### src/hdl/wfd_pkg.sv
`timescale 1ns / 1ps
// ----------------------------------------------------------------------------
// WebSocket frame deframer package
// Phase codes, result kinds, field widths and the result record shared by the
// parser core and the top level.
// ----------------------------------------------------------------------------
package wfd_pkg;

  // Field widths
  localparam int BYTE_W   = 8;
  localparam int OPCODE_W = 4;
  localparam int LEN_W    = 64;
  localparam int KEY_W    = 32;
  localparam int PHASE_W  = 3;
  localparam int HBC_W    = 3;
  localparam int IDX_W    = 2;

  // Packed result data: fin, opcode, masked, length, data byte, zero pad
  localparam int OUT_PACK_W = 1 + OPCODE_W + 1 + LEN_W + BYTE_W;
  localparam int OUT_DATA_W = ((OUT_PACK_W + 7) / 8) * 8;
  localparam int OUT_PAD_W  = OUT_DATA_W - OUT_PACK_W;

  // Parser phases
  localparam logic [PHASE_W-1:0] PH_FIRST   = 3'd0;
  localparam logic [PHASE_W-1:0] PH_LEN     = 3'd1;
  localparam logic [PHASE_W-1:0] PH_EXTLEN  = 3'd2;
  localparam logic [PHASE_W-1:0] PH_MASK    = 3'd3;
  localparam logic [PHASE_W-1:0] PH_PAYLOAD = 3'd4;

  // Short-length escape codes
  localparam logic [6:0] LEN_EXT16 = 7'd126;
  localparam logic [6:0] LEN_EXT64 = 7'd127;

  // Extended-length and mask byte counts, minus one
  localparam logic [HBC_W-1:0] HBC_EXT16 = 3'd1;
  localparam logic [HBC_W-1:0] HBC_EXT64 = 3'd7;
  localparam logic [HBC_W-1:0] HBC_MASK  = 3'd3;

  // Result kinds
  localparam logic KIND_HEADER = 1'b0;
  localparam logic KIND_DATA   = 1'b1;

  // One result item
  typedef struct packed {
    logic                valid;
    logic                kind;
    logic                fin;
    logic [OPCODE_W-1:0] opcode;
    logic                masked;
    logic [LEN_W-1:0]    payload_length;
    logic [BYTE_W-1:0]   data_byte;
    logic                last;
  } res_t;

endpackage

### src/hdl/wfd_parse.sv
`timescale 1ns / 1ps
// ----------------------------------------------------------------------------
// WebSocket frame parser core
// Holds the frame state and, for each stepped byte, works out the next state
// and the result item (if any) in one pass of combinational logic.
// ----------------------------------------------------------------------------
module wfd_parse (
  input  logic                        clk,
  input  logic                        rst_n,
  input  logic                        step,
  input  logic [wfd_pkg::BYTE_W-1:0]  rx_byte,
  output wfd_pkg::res_t               res
);

  logic [wfd_pkg::PHASE_W-1:0]  phase_r,   phase_nxt;
  logic                         fin_r,     fin_nxt;
  logic [wfd_pkg::OPCODE_W-1:0] opcode_r,  opcode_nxt;
  logic                         mask_r,    mask_nxt;
  logic [wfd_pkg::HBC_W-1:0]    hbc_r,     hbc_nxt;
  logic [wfd_pkg::LEN_W-1:0]    len_r,     len_nxt;
  logic [wfd_pkg::KEY_W-1:0]    key_r,     key_nxt;
  logic [wfd_pkg::LEN_W-1:0]    rem_r,     rem_nxt;
  logic [wfd_pkg::IDX_W-1:0]    idx_r,     idx_nxt;

  logic                         len_done;
  logic                         hdr_done;
  logic                         fin_byte;
  logic [wfd_pkg::BYTE_W-1:0]   key_byte;
  logic [6:0]                   short_len;

  // Mask key byte for this payload position, first wire byte in the top bits
  assign key_byte  = mask_r ? key_r[{~idx_r, 3'b000} +: wfd_pkg::BYTE_W] : '0;
  assign fin_byte  = (rem_r[wfd_pkg::LEN_W-1:1] == '0);
  assign short_len = rx_byte[6:0];

  // Next state and result
  always_comb begin
    phase_nxt  = phase_r;
    fin_nxt    = fin_r;
    opcode_nxt = opcode_r;
    mask_nxt   = mask_r;
    hbc_nxt    = hbc_r;
    len_nxt    = len_r;
    key_nxt    = key_r;
    rem_nxt    = rem_r;
    idx_nxt    = idx_r;
    len_done   = 1'b0;
    hdr_done   = 1'b0;
    res.valid     = 1'b0;
    res.kind      = wfd_pkg::KIND_HEADER;
    res.data_byte = '0;
    res.last      = 1'b0;

    case (phase_r)
      wfd_pkg::PH_LEN: begin
        mask_nxt = rx_byte[7];
        len_nxt  = '0;
        if (short_len == wfd_pkg::LEN_EXT16) begin
          hbc_nxt   = wfd_pkg::HBC_EXT16;
          phase_nxt = wfd_pkg::PH_EXTLEN;
        end else if (short_len == wfd_pkg::LEN_EXT64) begin
          hbc_nxt   = wfd_pkg::HBC_EXT64;
          phase_nxt = wfd_pkg::PH_EXTLEN;
        end else begin
          len_nxt  = {{(wfd_pkg::LEN_W-7){1'b0}}, short_len};
          len_done = 1'b1;
        end
      end
      wfd_pkg::PH_EXTLEN: begin
        // Extended length arrives most significant byte first
        len_nxt = {len_r[wfd_pkg::LEN_W-wfd_pkg::BYTE_W-1:0], rx_byte};
        if (hbc_r == '0) begin
          len_done = 1'b1;
        end else begin
          hbc_nxt = hbc_r - 1'b1;
        end
      end
      wfd_pkg::PH_MASK: begin
        key_nxt = {key_r[wfd_pkg::KEY_W-wfd_pkg::BYTE_W-1:0], rx_byte};
        if (hbc_r == '0) begin
          hdr_done = 1'b1;
        end else begin
          hbc_nxt = hbc_r - 1'b1;
        end
      end
      wfd_pkg::PH_PAYLOAD: begin
        res.valid     = 1'b1;
        res.kind      = wfd_pkg::KIND_DATA;
        res.data_byte = rx_byte ^ key_byte;
        res.last      = fin_byte;
        idx_nxt       = idx_r + 1'b1;
        if (fin_byte) begin
          rem_nxt   = '0;
          phase_nxt = wfd_pkg::PH_FIRST;
        end else begin
          rem_nxt = rem_r - 1'b1;
        end
      end
      default: begin
        // First header byte; unused phase codes land here too
        fin_nxt    = rx_byte[7];
        opcode_nxt = rx_byte[wfd_pkg::OPCODE_W-1:0];
        phase_nxt  = wfd_pkg::PH_LEN;
      end
    endcase

    // Length complete: collect a mask key or finish the header
    if (len_done) begin
      key_nxt = '0;
      if (mask_nxt) begin
        hbc_nxt   = wfd_pkg::HBC_MASK;
        phase_nxt = wfd_pkg::PH_MASK;
      end else begin
        hdr_done = 1'b1;
      end
    end

    // Header complete: emit the header item, start payload or next frame
    if (hdr_done) begin
      res.valid = 1'b1;
      res.kind  = wfd_pkg::KIND_HEADER;
      res.last  = (len_nxt == '0);
      if (len_nxt == '0) begin
        phase_nxt = wfd_pkg::PH_FIRST;
      end else begin
        rem_nxt   = len_nxt;
        idx_nxt   = '0;
        phase_nxt = wfd_pkg::PH_PAYLOAD;
      end
    end

    res.fin            = fin_nxt;
    res.opcode         = opcode_nxt;
    res.masked         = mask_nxt;
    res.payload_length = len_nxt;
  end

  // Frame state
  always_ff @(posedge clk) begin
    if (!rst_n) begin
      phase_r  <= wfd_pkg::PH_FIRST;
      fin_r    <= 1'b0;
      opcode_r <= '0;
      mask_r   <= 1'b0;
      hbc_r    <= '0;
      len_r    <= '0;
      key_r    <= '0;
      rem_r    <= '0;
      idx_r    <= '0;
    end else if (step) begin
      phase_r  <= phase_nxt;
      fin_r    <= fin_nxt;
      opcode_r <= opcode_nxt;
      mask_r   <= mask_nxt;
      hbc_r    <= hbc_nxt;
      len_r    <= len_nxt;
      key_r    <= key_nxt;
      rem_r    <= rem_nxt;
      idx_r    <= idx_nxt;
    end
  end

endmodule

### src/hdl/websocket_frame_deframer_top.sv
`timescale 1ns / 1ps
// ----------------------------------------------------------------------------
// WebSocket frame deframer
// Parses a received byte stream into header items and unmasked payload items.
//
//   Channel | Direction | tdata                                   | tuser | tlast
//   in_     | in        | [7:0] rx_byte                           | -     | -
//   out_    | out       | fin, opcode, masked, length, data, pad | kind  | last
//
// One byte is taken per cycle unless a stalled result holds the input back;
// each item passes through the input register and then the result register.
// The pace is set by the single-pass parser step between the two registers.
// Reset (rst_n low, synchronous) empties both registers and returns the
// parser to the first header byte. A stalled result holds in the result
// register; input is still taken while the result is being drained.
// ----------------------------------------------------------------------------
module websocket_frame_deframer_top (
  input  logic                             clk,
  input  logic                             rst_n,
  // Input item
  input  logic                             in_tvalid,
  output logic                             in_tready,
  input  logic [7:0]                       in_tdata,   // [7:0] rx_byte
  // Result item
  output logic                             out_tvalid,
  input  logic                             out_tready,
  // [0] fin, [4:1] opcode, [5] masked, [69:6] payload_length,
  // [77:70] data_byte, [79:78] zero
  output logic [wfd_pkg::OUT_DATA_W-1:0]   out_tdata,
  output logic                             out_tuser,  // [0] kind
  output logic                             out_tlast   // last
);

  logic                        s1_valid_r;
  logic [wfd_pkg::BYTE_W-1:0]  s1_byte_r;
  logic                        advance;
  wfd_pkg::res_t               res;

  logic                        out_valid_r;
  logic [wfd_pkg::OUT_DATA_W-1:0] out_data_r;
  logic                        out_user_r;
  logic                        out_last_r;

  // Step the parser when the result register can take its outcome
  assign advance   = s1_valid_r && (!out_valid_r || out_tready);
  assign in_tready = !s1_valid_r || advance;

  // Input register
  always_ff @(posedge clk) begin
    if (!rst_n) begin
      s1_valid_r <= 1'b0;
    end else if (in_tready) begin
      s1_valid_r <= in_tvalid;
    end
  end

  always_ff @(posedge clk) begin
    if (in_tready && in_tvalid) begin
      s1_byte_r <= in_tdata;
    end
  end

  wfd_parse u_parse (
    .clk     (clk),
    .rst_n   (rst_n),
    .step    (advance),
    .rx_byte (s1_byte_r),
    .res     (res)
  );

  // Result register
  always_ff @(posedge clk) begin
    if (!rst_n) begin
      out_valid_r <= 1'b0;
    end else if (advance) begin
      out_valid_r <= res.valid;
    end else if (out_tready) begin
      out_valid_r <= 1'b0;
    end
  end

  always_ff @(posedge clk) begin
    if (advance && res.valid) begin
      out_data_r <= {{wfd_pkg::OUT_PAD_W{1'b0}}, res.data_byte, res.payload_length,
                     res.masked, res.opcode, res.fin};
      out_user_r <= res.kind;
      out_last_r <= res.last;
    end
  end

  assign out_tvalid = out_valid_r;
  assign out_tdata  = out_data_r;
  assign out_tuser  = out_user_r;
  assign out_tlast  = out_last_r;

endmodule

### config.mk
export PLATFORM = sky130hd
export DESIGN_NAME = websocket_frame_deframer_top
export DESIGN_NICKNAME = d
export VERILOG_FILES = /design/src/hdl/wfd_pkg.sv /design/src/hdl/wfd_parse.sv /design/src/hdl/websocket_frame_deframer_top.sv
export SDC_FILE = /design/constraint.sdc
export NUM_CORES = 1
export LEC_CHECK = 0
export BUFFER_PORTS_ARGS = -buffer_cell sky130_fd_sc_hd__buf_2
export CAP_MARGIN = 10
export CELL_PAD_IN_SITES_DETAIL_PLACEMENT = 0
export CELL_PAD_IN_SITES_GLOBAL_PLACEMENT = 1
export CORE_MARGIN = 1
export CORE_UTILIZATION = 35
export CTS_CLUSTER_DIAMETER = 80
export DETAILED_ROUTE_END_ITERATION = 6
export PLACE_DENSITY_LB_ADDON = 0.1
export SLEW_MARGIN = 40
export SYNTH_ARGS = -nofsm -noshare
export SYNTH_HDL_FRONTEND = slang
export SYNTH_SLANG_ARGS = --single-unit
### constraint.sdc
create_clock -name clk -period 9.46 [get_ports clk]
set_input_delay 0.473 -clock clk [delete_from_list [all_inputs] [get_ports clk]]
set_output_delay 0.473 -clock clk [all_outputs]
set_load 0.005 [all_outputs]
Word-level counts from Yosys, hierarchy flattened
Index checks and enable logic that the tools add are counted.

cells by class
  add/subtract/negate cells = 3
  equality and inequality tests = 6
  shifts and indexed selects = 1
  multiplexer cells = 43
  bitwise operators = 2
  reductions and logical operators = 15

operator list
  kind                                                                  count
  64-bit 2-to-1 mux                                                     5
  64-bit case mux with 2 select lines                                   1
  64-bit zero test                                                      1
  32-bit 2-to-1 mux                                                     2
  64-bit by 1-bit subtractor with 64-bit output, second input constant  1
  63-bit zero test                                                      1
  3-bit 2-to-1 mux                                                      12
  32-bit by 6-bit variable part select with 8-bit output                1
  7-bit == test, second input constant                                  2
  1-bit 2-to-1 mux                                                      12
  2-bit 2-to-1 mux                                                      5
  3-bit case mux with 3 select lines                                    1
  8-bit 2-to-1 mux                                                      1
  8-bit bitwise XOR                                                     1
  7-bit 2-to-1 mux                                                      1
  3-bit by 2-bit == test with 1-bit output, second input constant       2
  3-bit case mux with 2 select lines                                    1
  4-bit 2-to-1 mux                                                      1
  2-bit nonzero test                                                    2
  4-bit OR reduction                                                    1
  3-bit by 1-bit == test with 1-bit output, second input constant       1
  3-bit == test, second input constant                                  1
  1-bit logical AND                                                     3
  3-bit zero test                                                       1
  8 further kinds                                                       10

word-level totals
  flip-flop bits (word level) = 264
  input bits = 12
  output and inout port bits = 84
  word-level logic and storage cells = 86

Longest topological paths before layout
Gate-level depths: netlist (run 1).

  word-level depth = 7
  depth in mapped cells = 15
  gate-level depth less buffers = 11

Cells and area by module
Synthesis (run 1) repeated with hierarchy kept, for this count alone.

unflattened totals
  cells, all modules = 1451
  area total of the unflattened synthesis = 13222.7 sq um

by module, submodules not included
  module                        times used  cells an instance  area an instance (sq um)  sequential area each (sq um)
  wfd_parse                     1           1347               10448.8                   3483.3
  websocket_frame_deframer_top  1           104                2773.9                    2682.6

Worst setup path after synthesis (run 1)
Ideal clock, no wire load.

  path kind = register -> register
  start = register u_parse.phase_r[1] in the netlist's numbering
  end = register out_data_r (netlist bit out_tdata[0]) (enable)
  library setup time = 434 ps
  arrival time = 3700 ps
  data required time = 9026 ps
  setup slack = 5327 ps
  stages on the path, launching flop included = 11
  path buffers = 4
  clock period less this slack = 4133 ps
  path through = dfxtp_1 buf_6 buf_4 buf_2 nor3b_1 mux2i_1 a31oi_1 nor2_1 clkbuf_1 o21ai_0 inv_1

between the ends
  cells in the longest elaborated chain, start to end = 6
  elaborated cells between the ends (all ways) = 12
  classes of those cells = eq/ne: 4; mux: 7; reduce/logical: 1

RTL lines
  item                                                                                                  line                                source
  from (decl)                                                                                           wfd_parse.sv:15                     logic [wfd_pkg::PHASE_W-1:0] phase_r, phase_nxt;
  from (signal assigned)                                                                                wfd_parse.sv:141                    phase_r <= wfd_pkg::PH_FIRST;
  from (signal assigned)                                                                                wfd_parse.sv:151                    phase_r <= phase_nxt;
  3-bit by 2-bit == test with 1-bit output or 3-bit by 1-bit == test with 1-bit output (tied branches)  wfd_parse.sv:54                     case (phase_r)
  1-bit 2-to-1 mux                                                                                      wfd_parse.sv:54
  1-bit 2-to-1 mux                                                                                      wfd_parse.sv:110                    if (mask_nxt) begin
  1-bit 2-to-1 mux                                                                                      wfd_parse.sv:108                    if (len_done) begin
  2-bit 2-to-1 mux (*)                                                                                  wfd_parse.sv:119                    if (hdr_done) begin
  1-bit logical AND (*)                                                                                 websocket_frame_deframer_top.sv:83  if (advance && res.valid) begin
  to (signal assigned)                                                                                  websocket_frame_deframer_top.sv:84  out_data_r <= {{wfd_pkg::OUT_PAD_W{1'b0}}, res.data_byte, res.payload_length,
  to (decl)                                                                                             websocket_frame_deframer_top.sv:40  logic [wfd_pkg::OUT_DATA_W-1:0] out_data_r;

Every way passes the cells marked *; elsewhere a longest branch is shown, timed or not.
A chain may end at the register's enable or synchronous reset.

Worst setup path in the final report (run 1)
  start = register u_parse.phase_r[1] in the netlist's numbering
  end = register u_parse.rem_r[45] in the netlist's numbering

between the ends
  cells in the longest elaborated chain, start to end = 5
  elaborated cells between the ends (all ways) = 14
  classes of those cells = eq/ne: 4; mux: 9; reduce/logical: 1

RTL lines
  item                                                                                                  line                                source
  3-bit by 2-bit == test with 1-bit output or 3-bit by 1-bit == test with 1-bit output (tied branches)  wfd_parse.sv:54
  64-bit case mux with 2 select lines or 1-bit 2-to-1 mux (tied branches)                               wfd_parse.sv:54
  64-bit zero test or 1-bit 2-to-1 mux (tied branches)                                                  wfd_parse.sv:123, wfd_parse.sv:110
  64-bit 2-to-1 mux or 1-bit 2-to-1 mux (tied branches)                                                 wfd_parse.sv:123, wfd_parse.sv:108
  64-bit 2-to-1 mux (*)                                                                                 wfd_parse.sv:119
  to (signal assigned)                                                                                  wfd_parse.sv:158                    rem_r <= rem_nxt;
  to (decl)                                                                                             wfd_parse.sv:22                     logic [wfd_pkg::LEN_W-1:0] rem_r, rem_nxt;

Marked as above.

==> reports/results.ini, run 1 <==
[pwr]
leakagePower_nw = 5.594
ir_drop_v = 0.0001500
power_density_mw_per_mm2 = 187.7

[sta]
maxSlewViolCount = 0
setup_repair_after_global_routing_missed_its_margin = false
finalHoldViolCount = 0
max_clock_freq_mhz = 182.1
slew_headroom = 0.4334
skew_ns = 0.02329
period_needed_ns = 5.490
fin_crit_sh = 0.5804
hold_slack_ns = 0.05979
fin_setup_tns_ns = 0
timing_worst_slew_pin_value_ns = 0.8449
final-setup-viol-count = 0
postLayoutSetupSlackWorst_ns = 3.970

[synthesis]
synth_edf_count = 88
syn_area_per_cell_sq_um = 8.945
yosys_warnings = 0
synth_cell_type_count = 78
synth-seq-area-share = 0.4598
post_synthesis_async_set_or_reset_flop_share = 0
post_synth_fa_ha_maj_area_fraction = 0.002799
post_synth_and_or_nand_nor_area_fraction = 0.2670
post_synth_inst_count = 1499
synth-compound-area-share = 0.1831
synthesis.area_sq_mm = 0.01341
synth-xor-area-share = 0.008491
postSynthRegisterBits = 264
yosys_most_used_dff = dfxtp_1
dominant_combinational_cell_family_by_area_after_synthesis = simple AND/OR/NAND/NOR gates
yosys-mux-area-fraction = 0.01745

[job]
max_capacitance_violation_count = 0

[critical_path]
critical_path.n_buffers_inverters = 1
critical-path-top-cell-by-count = nand4_1
cpLargestDelayFamily = simple AND/OR/NAND/NOR gates
path_max_fanout = 63
cp_slowest_cell = nor4_1
crit_chain = buf_4 -> a21o_4 -> a221oi_1 -> nand4_1 -> nor4_1 -> nand4_1 -> o21ai_2 -> nand3_4 -> or4_1 -> o211ai_1
cp-end-kind = flop
startpoint_type = flop
critical_path_class = reg2reg
timing.critical_path.arrival_ns = 5.97
worst-endpoint-required_ns = 9.94
cpPeakStageDelay_ns = 0.75

[finish]
num-nets-final = 1547
syn2layout_area_growth_pct = 13.88
postLayoutCoreUtil = 0.4054
layout.filler_cells = 3819
insertedDiodeCount = 0
layout-drive-gt1-share = 0.1452

[clocking]
cts.repair_timing.setup_buffer_count = 0
clock_tree_root = clkbuf_16
clockBufferDepth = 3
clkTransAtPathRegs_ns = 0.07
cts_resized = 0
numClockSinks = 264
maximum_level_of_the_cts_h_tree = 1
clk-insertion-delay-late_ns = 0.59
tritoncts_clock_tree = yes
cts.hold.buffers_added = 0
numCtsBuffers = 31

[placement]
placement.io_buffers = 93
place_worst_setup_slack_ns = 4.004
dp_hpwl_mm = 30.40
place.gp.congestion = 0.8419

[detailed_routing]
drtAntennaViolNets = 0
route.detailed.drc = 0
vias = 11860
drtPass1Iterations = 5
detail_route.wirelength_mm = 45.75
drt-wirelength-per-cell_microns = 22.12
drt-initial-drc-count = 878
vias_per_cell = 5.735

[floorplan]
num_io_pins = 96
placementRows = 71
initial_core_util = 0.3560
dieArea_sq_mm = 0.03910
die-height_microns = 197.7
coreArea_sq_mm = 0.03767
die_width_microns = 197.7

[global_routing]
grt_remaining_overflow = 0
grt_pass1_wl_mm = 69.70
grt_start_max_net_pins = 98
grt_antenna_before_repair = 1
grt_pass1_vias = 10930
gr-usage-all-layers = 0.2330

[status]
run_status = finished clean

[hold_path]
worst_hold_path_type = in2reg

-- power breakdown --
group	total, mW	switching [mW]	leakage [nW]	internal [mW]
clock network	1.25	0.509	0.501	0.745
registers	1.26	0.0460	2.25	1.21
logic	0.354	0.247	2.84	0.107
-- cell families after synthesis --
family / Yosys count
mux: 13
buf+inv: 190
simple gates: 665
compound gates: 350
fa+ha+maj: 3
xor+xnor: 13
other cells: 1
flops: 264
-- per-stage QoR --
stage	instance area [sq um]	power [mW]	std cells
6_report	15270	2.866	2068
2_1_floorplan	13410	1.507	1500
3_3_place_gp	14160	1.626	2007
4_1_cts	15230	2.887	2065
5_1_grt	15270	2.974	2068
3_5_place_dp	14190	1.631	2007
-- worst reg2reg max path: cells and delay by family (launching register included) --
| kind | cells | cell delay, ns |
|---|---|---|
| compound gates | 4 | 2.01 |
| buf+inv | 1 | 0.41 |
| flops | 1 | 0.52 |
| simple gates | 5 | 2.45 |
-- flip-flops by register name (all words and copies together) (netlist names), 2 cells and up --
register	flops
u_parse.key_r	32
u_parse.idx_r	2
s1_byte_r	8
u_parse.len_r	64
out_tdata	78
u_parse.opcode_r	4
u_parse.rem_r	64
u_parse.hbc_r	3
u_parse.phase_r	3
-- routing by layer --
layer | track usage | wire [microns] | up-vias
li1 | - | - | 5661
met1 | 0.3540 | 22780 | 5850
met2 | 0.3348 | 19500 | 273
met3 | 0.03407 | 2259 | 74
met4 | 0.07293 | 1192 | 2
met5 | 0 | 19 | -
-- cell usage in the layout, fill, tap and decap left out, types with 8 or more instances in the layout --
cell type,instances
nor3b_1,55
clkbuf_16,31
mux4_2,8
o311ai_1,8
nor4bb_1,15
a221oi_1,34
dfxtp_1,173
o21ai_0,47
o311ai_0,8
nor4_1,14
o211ai_1,14
nor2b_1,39
or3_1,22
inv_1,69
a21oi_1,75
a32oi_1,8
nand3_1,63
a211oi_1,70
o31ai_1,9
edfxtp_1,88
buf_2,93
a31oi_1,9
buf_4,20
nand4_1,22
o22ai_1,14
nor2_1,143
or2_2,8
nand2_1,148
nor3_1,48
or4_1,17
-- synth_stat cells, types with 7 or more instances --
| cell | count | area, sq um |
|---|---|---|
| buf_6 | 7 | 78.83 |
| o31ai_1 | 9 | 67.56 |
| nand4_1 | 22 | 137.6 |
| inv_1 | 71 | 266.5 |
| xnor2_1 | 7 | 61.31 |
| buf_4 | 7 | 52.55 |
| nor3b_1 | 55 | 412.9 |
| dfxtp_1 | 176 | 3523 |
| mux4_2 | 8 | 180.2 |
| and2_1 | 7 | 43.79 |
| nand2_1 | 151 | 566.8 |
| a31oi_1 | 9 | 56.30 |
| a32oi_1 | 8 | 70.07 |
| nor4_1 | 16 | 100.1 |
| or2_2 | 8 | 50.05 |
| nor4bb_1 | 15 | 150.1 |
| nor2b_1 | 40 | 250.2 |
| o21ai_0 | 47 | 235.2 |
| o22ai_1 | 14 | 87.58 |
| or4_1 | 17 | 127.6 |
| o311ai_0 | 8 | 70.07 |
| buf_2 | 21 | 105.1 |
| o211ai_1 | 14 | 105.1 |
| buf_1 | 12 | 45.04 |
| a21oi_1 | 76 | 380.4 |
| nor2_1 | 144 | 540.5 |
| nor3_1 | 49 | 245.2 |
| o311ai_1 | 8 | 70.07 |
| a221oi_1 | 34 | 297.8 |
| nand3_1 | 63 | 315.3 |
| a211oi_1 | 71 | 533.0 |
| clkbuf_1 | 71 | 266.5 |
| or3_1 | 22 | 137.6 |
| edfxtp_1 | 88 | 2643 |
-- path summary, 6_finish.rpt --
| path | to | slack (ns) | depth (start not counted) | from |
|---|---|---|---|---|
| hold / removal | s1_byte_r[5] | 0.06 | 1 | in_tdata[5] |
| setup reg to reg | u_parse.rem_r[45] | 3.97 | 10 | u_parse.phase_r[1] |
| hold reg to reg | u_parse.key_r[26] | 0.45 | 2 | u_parse.key_r[26] |
| setup / recovery | u_parse.rem_r[45] | 3.97 | 10 | u_parse.phase_r[1] |
-- final cells by class --
cell class / count / area, sq um / share of cell area
Sequential cell: 264 / 6175 / 0.4043
Clock inverter: 19 / 229.0 / 0.01499
Multi-Input combinational cell: 1046 / 6489 / 0.4249
Inverter: 71 / 270.3 / 0.01770
Timing Repair Buffer: 118 / 653.1 / 0.04277
Tap cell: 511 / 639.4 / 0.04187
Clock buffer: 39 / 815.8 / 0.05342
No activity file was read; power rests on OpenSTA's default activity.
==> inputs of run 2 (changes only) <==
--- a/config.mk
+++ b/config.mk
@@ -5,6 +5,7 @@
 export SDC_FILE = /design/constraint.sdc
 export NUM_CORES = 1
 export LEC_CHECK = 0
+export ABC_AREA = 1
 export BUFFER_PORTS_ARGS = -buffer_cell sky130_fd_sc_hd__buf_2
 export CAP_MARGIN = 10
 export CELL_PAD_IN_SITES_DETAIL_PLACEMENT = 0
==> constraint.sdc (replaced) <==
create_clock -name clk -period 5.27 [get_ports clk]
set_input_delay 0.2635 -clock clk [delete_from_list [all_inputs] [get_ports clk]]
set_output_delay 0.2635 -clock clk [all_outputs]
set_load 0.005 [all_outputs]
==> run 2 against run 1 <==
Compared with the run above: non-clock buffer count is 4 higher; clock-buffer cell count is 8 higher; highest routed layer is now met4; clock power is 93% higher; worst hold slack worse by 0.022 ns; sequential share of layout area is 1.9 points lower; area after synthesis is 3.6% higher; critical path depth is 4 higher; first-iteration DRC count is 29% higher; setup slack worse by 2.3 ns; global-route usage is 0.52 points higher; via count is 12% higher; largest power group is now clock.
==> reports/results.ini, run 2 <==
[sta]
slew_headroom = 0.4793  ; +0.04597
fin_crit_sh = 0.6854  ; +0.1050
maxSlewViolCount = 0  ; unchanged
period_needed_ns = 3.612  ; -1.878 ns
postLayoutSetupSlackWorst_ns = 1.658  ; -2.312 ns
skew_ns = 0.01254  ; -0.01075 ns
timing_worst_slew_pin_value_ns = 0.7810  ; -0.06385 ns
finalHoldViolCount = 0  ; unchanged
final-setup-viol-count = 0  ; unchanged
setup_repair_after_global_routing_missed_its_margin = false
max_clock_freq_mhz = 276.8  ; +52%
fin_setup_tns_ns = 0  ; unchanged

[placement]
dp_cells = 2530  ; +26%
place.gp.congestion = 0.8743  ; +3.8%
placement.cell_area_sq_mm = 0.01475  ; +4.0%
place_worst_setup_slack_ns = 1.712  ; -2.291 ns
dp_hpwl_mm = 33.39  ; +9.9%
placement.io_buffers = 93  ; unchanged

[clocking]
clkTransAtPathRegs_ns = 0.06  ; about the same
numClockSinks = 264  ; unchanged
clockBufferDepth = 3  ; unchanged
numCtsBuffers = 34  ; +9.7%
maximum_level_of_the_cts_h_tree = 2  ; +1
tritoncts_clock_tree = yes
clock_tree_root = clkbuf_16
clk-insertion-delay-late_ns = 0.54  ; -0.05 ns
cts.repair_timing.setup_buffer_count = 0  ; unchanged
cts_resized = 0  ; unchanged

[critical_path]
critical_path_class = reg2reg
critical_path.n_buffers_inverters = 4  ; +3
depth_of_the_worst_register_to_register_path = 14  ; +4
critical_path.reg2reg.startpoint = u_parse.phase_r[1]
reg2reg_setup_slack_ns = 1.66  ; -2.31 ns
startpoint_type = flop
cp-end-kind = flop
r2r_end = u_parse.rem_r[5]
cp_slowest_cell = buf_4
path_max_fanout = 52  ; -17%
cpLargestDelayFamily = simple AND/OR/NAND/NOR gates
cpPeakStageDelay_ns = 0.49  ; -0.26 ns
crit_chain = inv_2 -> nand3_2 -> buf_4 -> inv_2 -> nand3_1 -> o211ai_1 -> nor2_1 -> nand2_1 -> nor2_1 -> nand3_2 -> nand2_2 -> buf_4 -> nand3b_1 -> a21oi_1
worst-endpoint-required_ns = 5.72  ; -4.22 ns
timing.critical_path.arrival_ns = 4.07  ; -1.90 ns

[finish]
layout.filler_cells = 4169  ; +9.2%
num-nets-final = 2072  ; +34%
fin_area_sq_mm = 0.01599  ; +4.7%
most_common_library_cell_in_the_layout_ignoring_fill_and_taps = nand2_1
largest_register_ffs = 78  ; unchanged
insertedDiodeCount = 0  ; unchanged
most-common-layout-cells = nand2_1 (398), nor2_1 (341), inv_1 (242)
layout-drive-gt1-share = 0.09270  ; -0.05245
finalNonFillerCells = 2600  ; +26%
syn2layout_area_growth_pct = 15.09

[synthesis]
synth-compound-area-share = 0.1237  ; -0.05935
synth_area_leaders = dfxtp_1 (25%), edfxtp_1 (19%), nand2_1 (11%)
post_synth_fa_ha_maj_area_fraction = 0.002701  ; -0.00009781
synthesis.area_sq_mm = 0.01389  ; +3.6%
dominant_combinational_cell_family_by_area_after_synthesis = simple AND/OR/NAND/NOR gates
postSynthRegisterBits = 264  ; unchanged
synth_edf_count = 88  ; unchanged
post_synth_and_or_nand_nor_area_fraction = 0.3087  ; +0.04173
synth-seq-area-share = 0.4438  ; -0.01607
synth_top_cells_by_count = nand2_1 (399), nor2_1 (342), inv_1 (243)
synth-xor-area-share = 0.01828  ; +0.009789
syn_area_per_cell_sq_um = 6.930  ; -23%
leading_cell_type_by_number_of_instances_after_synthesis = nand2_1
yosys_most_used_dff = dfxtp_1
post_synth_inst_count = 2005  ; +34%
synth_cell_type_count = 42  ; -46%
netlist.area_leader.share = 0.2536  ; -0.009181
yosys.area.top_type = dfxtp_1
post_synthesis_async_set_or_reset_flop_share = 0  ; unchanged
yosys-mux-area-fraction = 0  ; -0.01745
yosys_warnings = 0  ; unchanged

[status]
run_status = finished clean

[floorplan]
initial_core_util = 0.3570  ; +0.001029
die_width_microns = 201.2  ; +1.8%
num_io_pins = 96  ; unchanged
placementRows = 72  ; +1.4%
die-height_microns = 201.2  ; +1.8%
coreArea_sq_mm = 0.03892  ; +3.3%
dieArea_sq_mm = 0.04050  ; +3.6%

[pwr]
leakagePower_nw = 7.390  ; +32%
ir_drop_v = 0.0001471  ; -1.9%
report.power.total_mw = 5.559  ; +94%
power_density_mw_per_mm2 = 347.6  ; +85%

[hold_path]
min_delay_path_depth = 3  ; +2
worst_hold_path_type = in2reg
worstHoldEndpoint = s1_valid_r
hp-start = in_tvalid

[detailed_routing]
vias = 13280  ; +12%
drt-wirelength-per-cell_microns = 18.74  ; -15%
route.detailed.drc = 0  ; unchanged
drt-initial-drc-count = 1131  ; +29%
drtPass1Iterations = 5  ; unchanged
detail_route.wirelength_mm = 48.73  ; +6.5%
vias_per_cell = 5.109  ; -11%
drtAntennaViolNets = 0  ; unchanged

[global_routing]
grt_pass1_wl_mm = 74.40  ; +6.7%
grt_antenna_before_repair = 1  ; unchanged
gr-usage-all-layers = 0.2381  ; +0.005159
grt_start_max_net_pins = 83  ; -15%
grt_remaining_overflow = 0  ; unchanged
grt_pass1_vias = 12140  ; +11%

[job]
max_capacitance_violation_count = 0  ; unchanged

==> run 2: worst min-delay path, stage by stage <==
cell and delay (ns):
buf_2 0.10, nand2_1 0.09, a21oi_1 0.07
==> run 2: area by class of cell <==
class | instances | area, sq um | share of cell area
clock inverter | 14 | 173.9 | 0.01088
multi-input combinational | 1381 | 6334 | 0.3961
sequential | 264 | 6167 | 0.3856
tap | 518 | 648.1 | 0.04053
inverter | 254 | 960.9 | 0.06009
clock buffer | 47 | 960.9 | 0.06009
timing repair buffer | 122 | 747.0 | 0.04671
==> run 2: logic make-up (layout without fill, tap and decap cells) <==
logic type / count (synthesis) / after routing
other: 1 / 2
xor gates and xnor gates: 29 / 29
buffers and inverters: 361 / 437
and+or+nand+nor: 1022 / 1022
AOI/OAI and AO/OA: 325 / 325
DFF: 264 / 264
adders and majority gates: 3 / 3
==> run 2: what timing repair did <==
item | in CTS | in global routing
endpoints found under the hold margin | 8 | 0
hold buffers | 8 | 0
endpoints found under the setup margin | 0 | 0
==> run 2: stage by stage <==
stage	hold WS (ns)	utilization
floorplan	0.3624	-
global placement	0.4430	0.3784
detailed placement	0.4447	0.3790
CTS	0.007579	0.4102
global route	0.05514	0.4109
finish	0.03787	0.4109
==> run 2: worst max-delay path by stage <==
stage                        endpoint  slack, ns  cells after the start               start
floorplan                out_tdata[0]       1.36                     10        s1_byte_r[5]
global placement     u_parse.key_r[3]       1.53                     12  u_parse.phase_r[1]
detailed placement  u_parse.rem_r[48]       1.71                     14  u_parse.phase_r[1]
CTS                 u_parse.rem_r[48]       1.67                     14  u_parse.phase_r[1]
global route        u_parse.rem_r[30]       1.37                     14  u_parse.phase_r[2]
finish               u_parse.rem_r[5]       1.66                     14  u_parse.phase_r[1]
==> run 2: metal layers <==
layer	GRT usage	vias up	share of wire	wire [microns]
met5	0	-	0	0
met4	0.06683	0	0.020	986
met3	0.02915	60	0.058	2847
met2	0.3403	381	0.41	19760
met1	0.3701	6242	0.52	25130
li1	-	6601	-	-
==> run 2: power by group <==
part | leakage, nW | internal [mW] | switching [mW]
Clock | 0.557 | 1.47 | 0.939
Sequential | 2.28 | 2.20 | 0.0724
Combinational | 4.55 | 0.256 | 0.621
Total | 7.39 | 3.93 | 1.63
==> inputs of run 3 (changes only) <==
==> constraint.sdc (replaced) <==
create_clock -name clk -period 3 [get_ports clk]
set_input_delay 0.15 -clock clk [delete_from_list [all_inputs] [get_ports clk]]
set_output_delay 0.15 -clock clk [all_outputs]
set_load 0.005 [all_outputs]
==> run 3 against run 2 <==
Compared with the run above: setup slack got worse by 1.5 ns; utilization is 1.5 points higher; critical path type unchanged; power up 79%; maximum frequency rose by 29%; clock power is 79% higher; sequential cell count stayed put.
==> reports/results.ini, run 3 (same netlist as run 2, synthesis figures left out) <==
[critical_path]
worst-endpoint-required_ns = 3.51  ; -2.21 ns
critical-path-top-cell-by-count = nand2_1
timing.critical_path.arrival_ns = 3.30  ; -0.77 ns
cp-end-kind = flop
critical_path.n_buffers_inverters = 4  ; unchanged
crit_chain = inv_2 -> nand3_2 -> nand2_1 -> buf_4 -> o21ai_1 -> nor2_1 -> nand2_1 -> nor2_1 -> nand2_1 -> nor2_1 -> nand3_2 -> buf_4 -> nand3_1 -> nand2_1 -> inv_1 -> a21oi_1
cp_slowest_cell = o21ai_1
cpLargestDelayFamily = simple AND/OR/NAND/NOR gates
critical_path_class = reg2reg
cpPeakStageDelay_ns = 0.42  ; -0.07 ns
path_max_fanout = 28  ; -46%
startpoint_type = flop

[detailed_routing]
vias_per_cell = 5.002  ; -2.1%
route.detailed.drc = 0  ; unchanged
drtPass1Iterations = 5  ; unchanged
drtAntennaViolNets = 0  ; unchanged
vias = 13280  ; -0.060%
drt-initial-drc-count = 1142  ; +0.97%
detail_route.wirelength_mm = 47.64  ; -2.2%
drt-wirelength-per-cell_microns = 17.95  ; -4.2%

[finish]
largest_register_ffs = 78  ; unchanged
finalNonFillerCells = 2654  ; +2.1%
insertedDiodeCount = 0  ; unchanged
fin_area_sq_mm = 0.01657  ; +3.6%
layout-drive-gt1-share = 0.1208  ; +0.02809
num-nets-final = 2126  ; +2.6%
most-common-layout-cells = nand2_1 (395), nor2_1 (339), inv_1 (242)
most_common_library_cell_in_the_layout_ignoring_fill_and_taps = nand2_1
syn2layout_area_growth_pct = 19.25

[floorplan]
coreArea_sq_mm = 0.03892  ; unchanged
die_width_microns = 201.2  ; unchanged
dieArea_sq_mm = 0.04050  ; unchanged
num_io_pins = 96  ; unchanged
die-height_microns = 201.2  ; unchanged
initial_core_util = 0.3570  ; unchanged
placementRows = 72  ; unchanged

[global_routing]
met1_resource_use_gr = 0.3599  ; -0.01013
grt_antenna_before_repair = 1  ; unchanged
gr-usage-all-layers = 0.2338  ; -0.004334
grt_remaining_overflow = 0  ; unchanged
grt_use_met3 = 0.03839  ; +0.009232
grt_start_max_net_pins = 113  ; +36%
groute.layer.met2.usage = 0.3385  ; -0.001854
grt_pass1_vias = 12550  ; +3.4%
globalRoute.busiestLayer = met1
grt_pass1_wl_mm = 74.14  ; -0.34%

[pwr]
share_comb_of_total_power = 0.166  ; +0.008
internal_power_mw = 7.087  ; +80%
power_density_mw_per_mm2 = 600.8  ; +73%
ir_drop_v = 0.0004143  ; +180%
clockPowerShare = 0.434  ; about the same
power_switching_share = 0.2881  ; -0.005643
leakagePower_nw = 7.730  ; +4.6%
netSwitchingPower_mw = 2.868  ; +76%
p_seq_frac = 0.400  ; -0.009

[sta]
fin_crit_sh = 0.9314  ; +0.2460
period_needed_ns = 2.794  ; -0.8179 ns
slew_headroom = 0.5948  ; +0.1155
maxSlewViolCount = 0  ; unchanged
finalHoldViolCount = 0  ; unchanged
fin_setup_tns_ns = 0  ; unchanged
skew_ns = 0.01177  ; -0.0007728 ns
max_clock_freq_mhz = 357.9  ; +29%
timing_worst_slew_pin_value_ns = 0.6069  ; -0.1741 ns
hold_slack_ns = 0.03470  ; -0.003168 ns
final-setup-viol-count = 0  ; unchanged
setup_repair_after_global_routing_missed_its_margin = false

[clocking]
clockBufferDepth = 3  ; unchanged
maximum_level_of_the_cts_h_tree = 1  ; -1
clkTransAtPathRegs_ns = 0.06  ; about the same
numClockSinks = 264  ; unchanged
clk-insertion-delay-late_ns = 0.58  ; +0.04 ns
numCtsBuffers = 31  ; -8.8%
tritoncts_clock_tree = yes
cts_resized = 0  ; unchanged
clock_tree_root = clkbuf_16

[job]
max_capacitance_violation_count = 0  ; unchanged

[placement]
place.gp.congestion = 0.8671  ; -0.82%
dp_hpwl_mm = 33.89  ; +1.5%
placement.io_buffers = 93  ; unchanged
dp_cells = 2587  ; +2.3%
placement.cell_area_sq_mm = 0.01531  ; +3.8%

[hold_path]
worst_hold_path_type = in2reg

[status]
run_status = finished clean

[run 3: timing repair]
item	CTS	global route
hold buffers	9	0
hold endpoints to repair	9	0
buffers inserted	0	0
[run 3: area by class of cell]
cell class,instances,area (sq um)
Timing Repair Buffer,179,1259
Fill cell,4085,22350
Tap cell,518,648.1
Clock buffer,37,838.3
Clock inverter,21,331.6
Sequential cell,264,6166
Multi-Input combinational cell,1381,6369
Inverter,254,958.4
[run 3: worst paths after layout]
kind	cells past startpoint	start	end	slack [ns]
setup / recovery	16	u_parse.phase_r[1]	u_parse.rem_r[50]	0.21
hold / removal	6	out_tready	out_tvalid	0.03
setup reg to reg	16	u_parse.phase_r[1]	u_parse.rem_r[50]	0.21
hold reg to reg	2	u_parse.key_r[30]	u_parse.key_r[30]	0.46
[run 3: tightest hold or removal path: stages]
cell     delay, ns
buf_2         0.09
inv_1         0.04
nand2_1       0.09
inv_1         0.08
o21ai_0       0.08
inv_1         0.05
[run 3: per-layer routing]
| layer | wire length (microns) | vias up |
|---|---|---|
| met2 | 19760 | 333 |
| met4 | 771 | 2 |
| met1 | 23830 | 6172 |
| met3 | 3262 | 61 |
| li1 | - | 6708 |
| met5 | 9 | - |
[run 3: stage by stage]
stage	utilization	setup WS (ns)	total power, mW
finish	0.4258	0.2058	9.955
global route	0.4258	0.02500	10.43
CTS	0.4258	0.2596	10.06
detailed placement	0.3934	0.2830	5.693
global placement	0.3934	0.2717	5.691
floorplan	-	-0.01344	5.080
[run 3: power by group through the flow]
stage / Combinational [mW] / Sequential (mW) / Clock [mW]
after floorplan: 1.06 / 4.02 / 0
after global placement: 1.64 / 4.06 / 0
after detailed placement: 1.64 / 4.06 / 0
after CTS: 1.65 / 3.98 / 4.43
after global routing: 1.87 / 4.00 / 4.57
final: 1.65 / 3.98 / 4.32
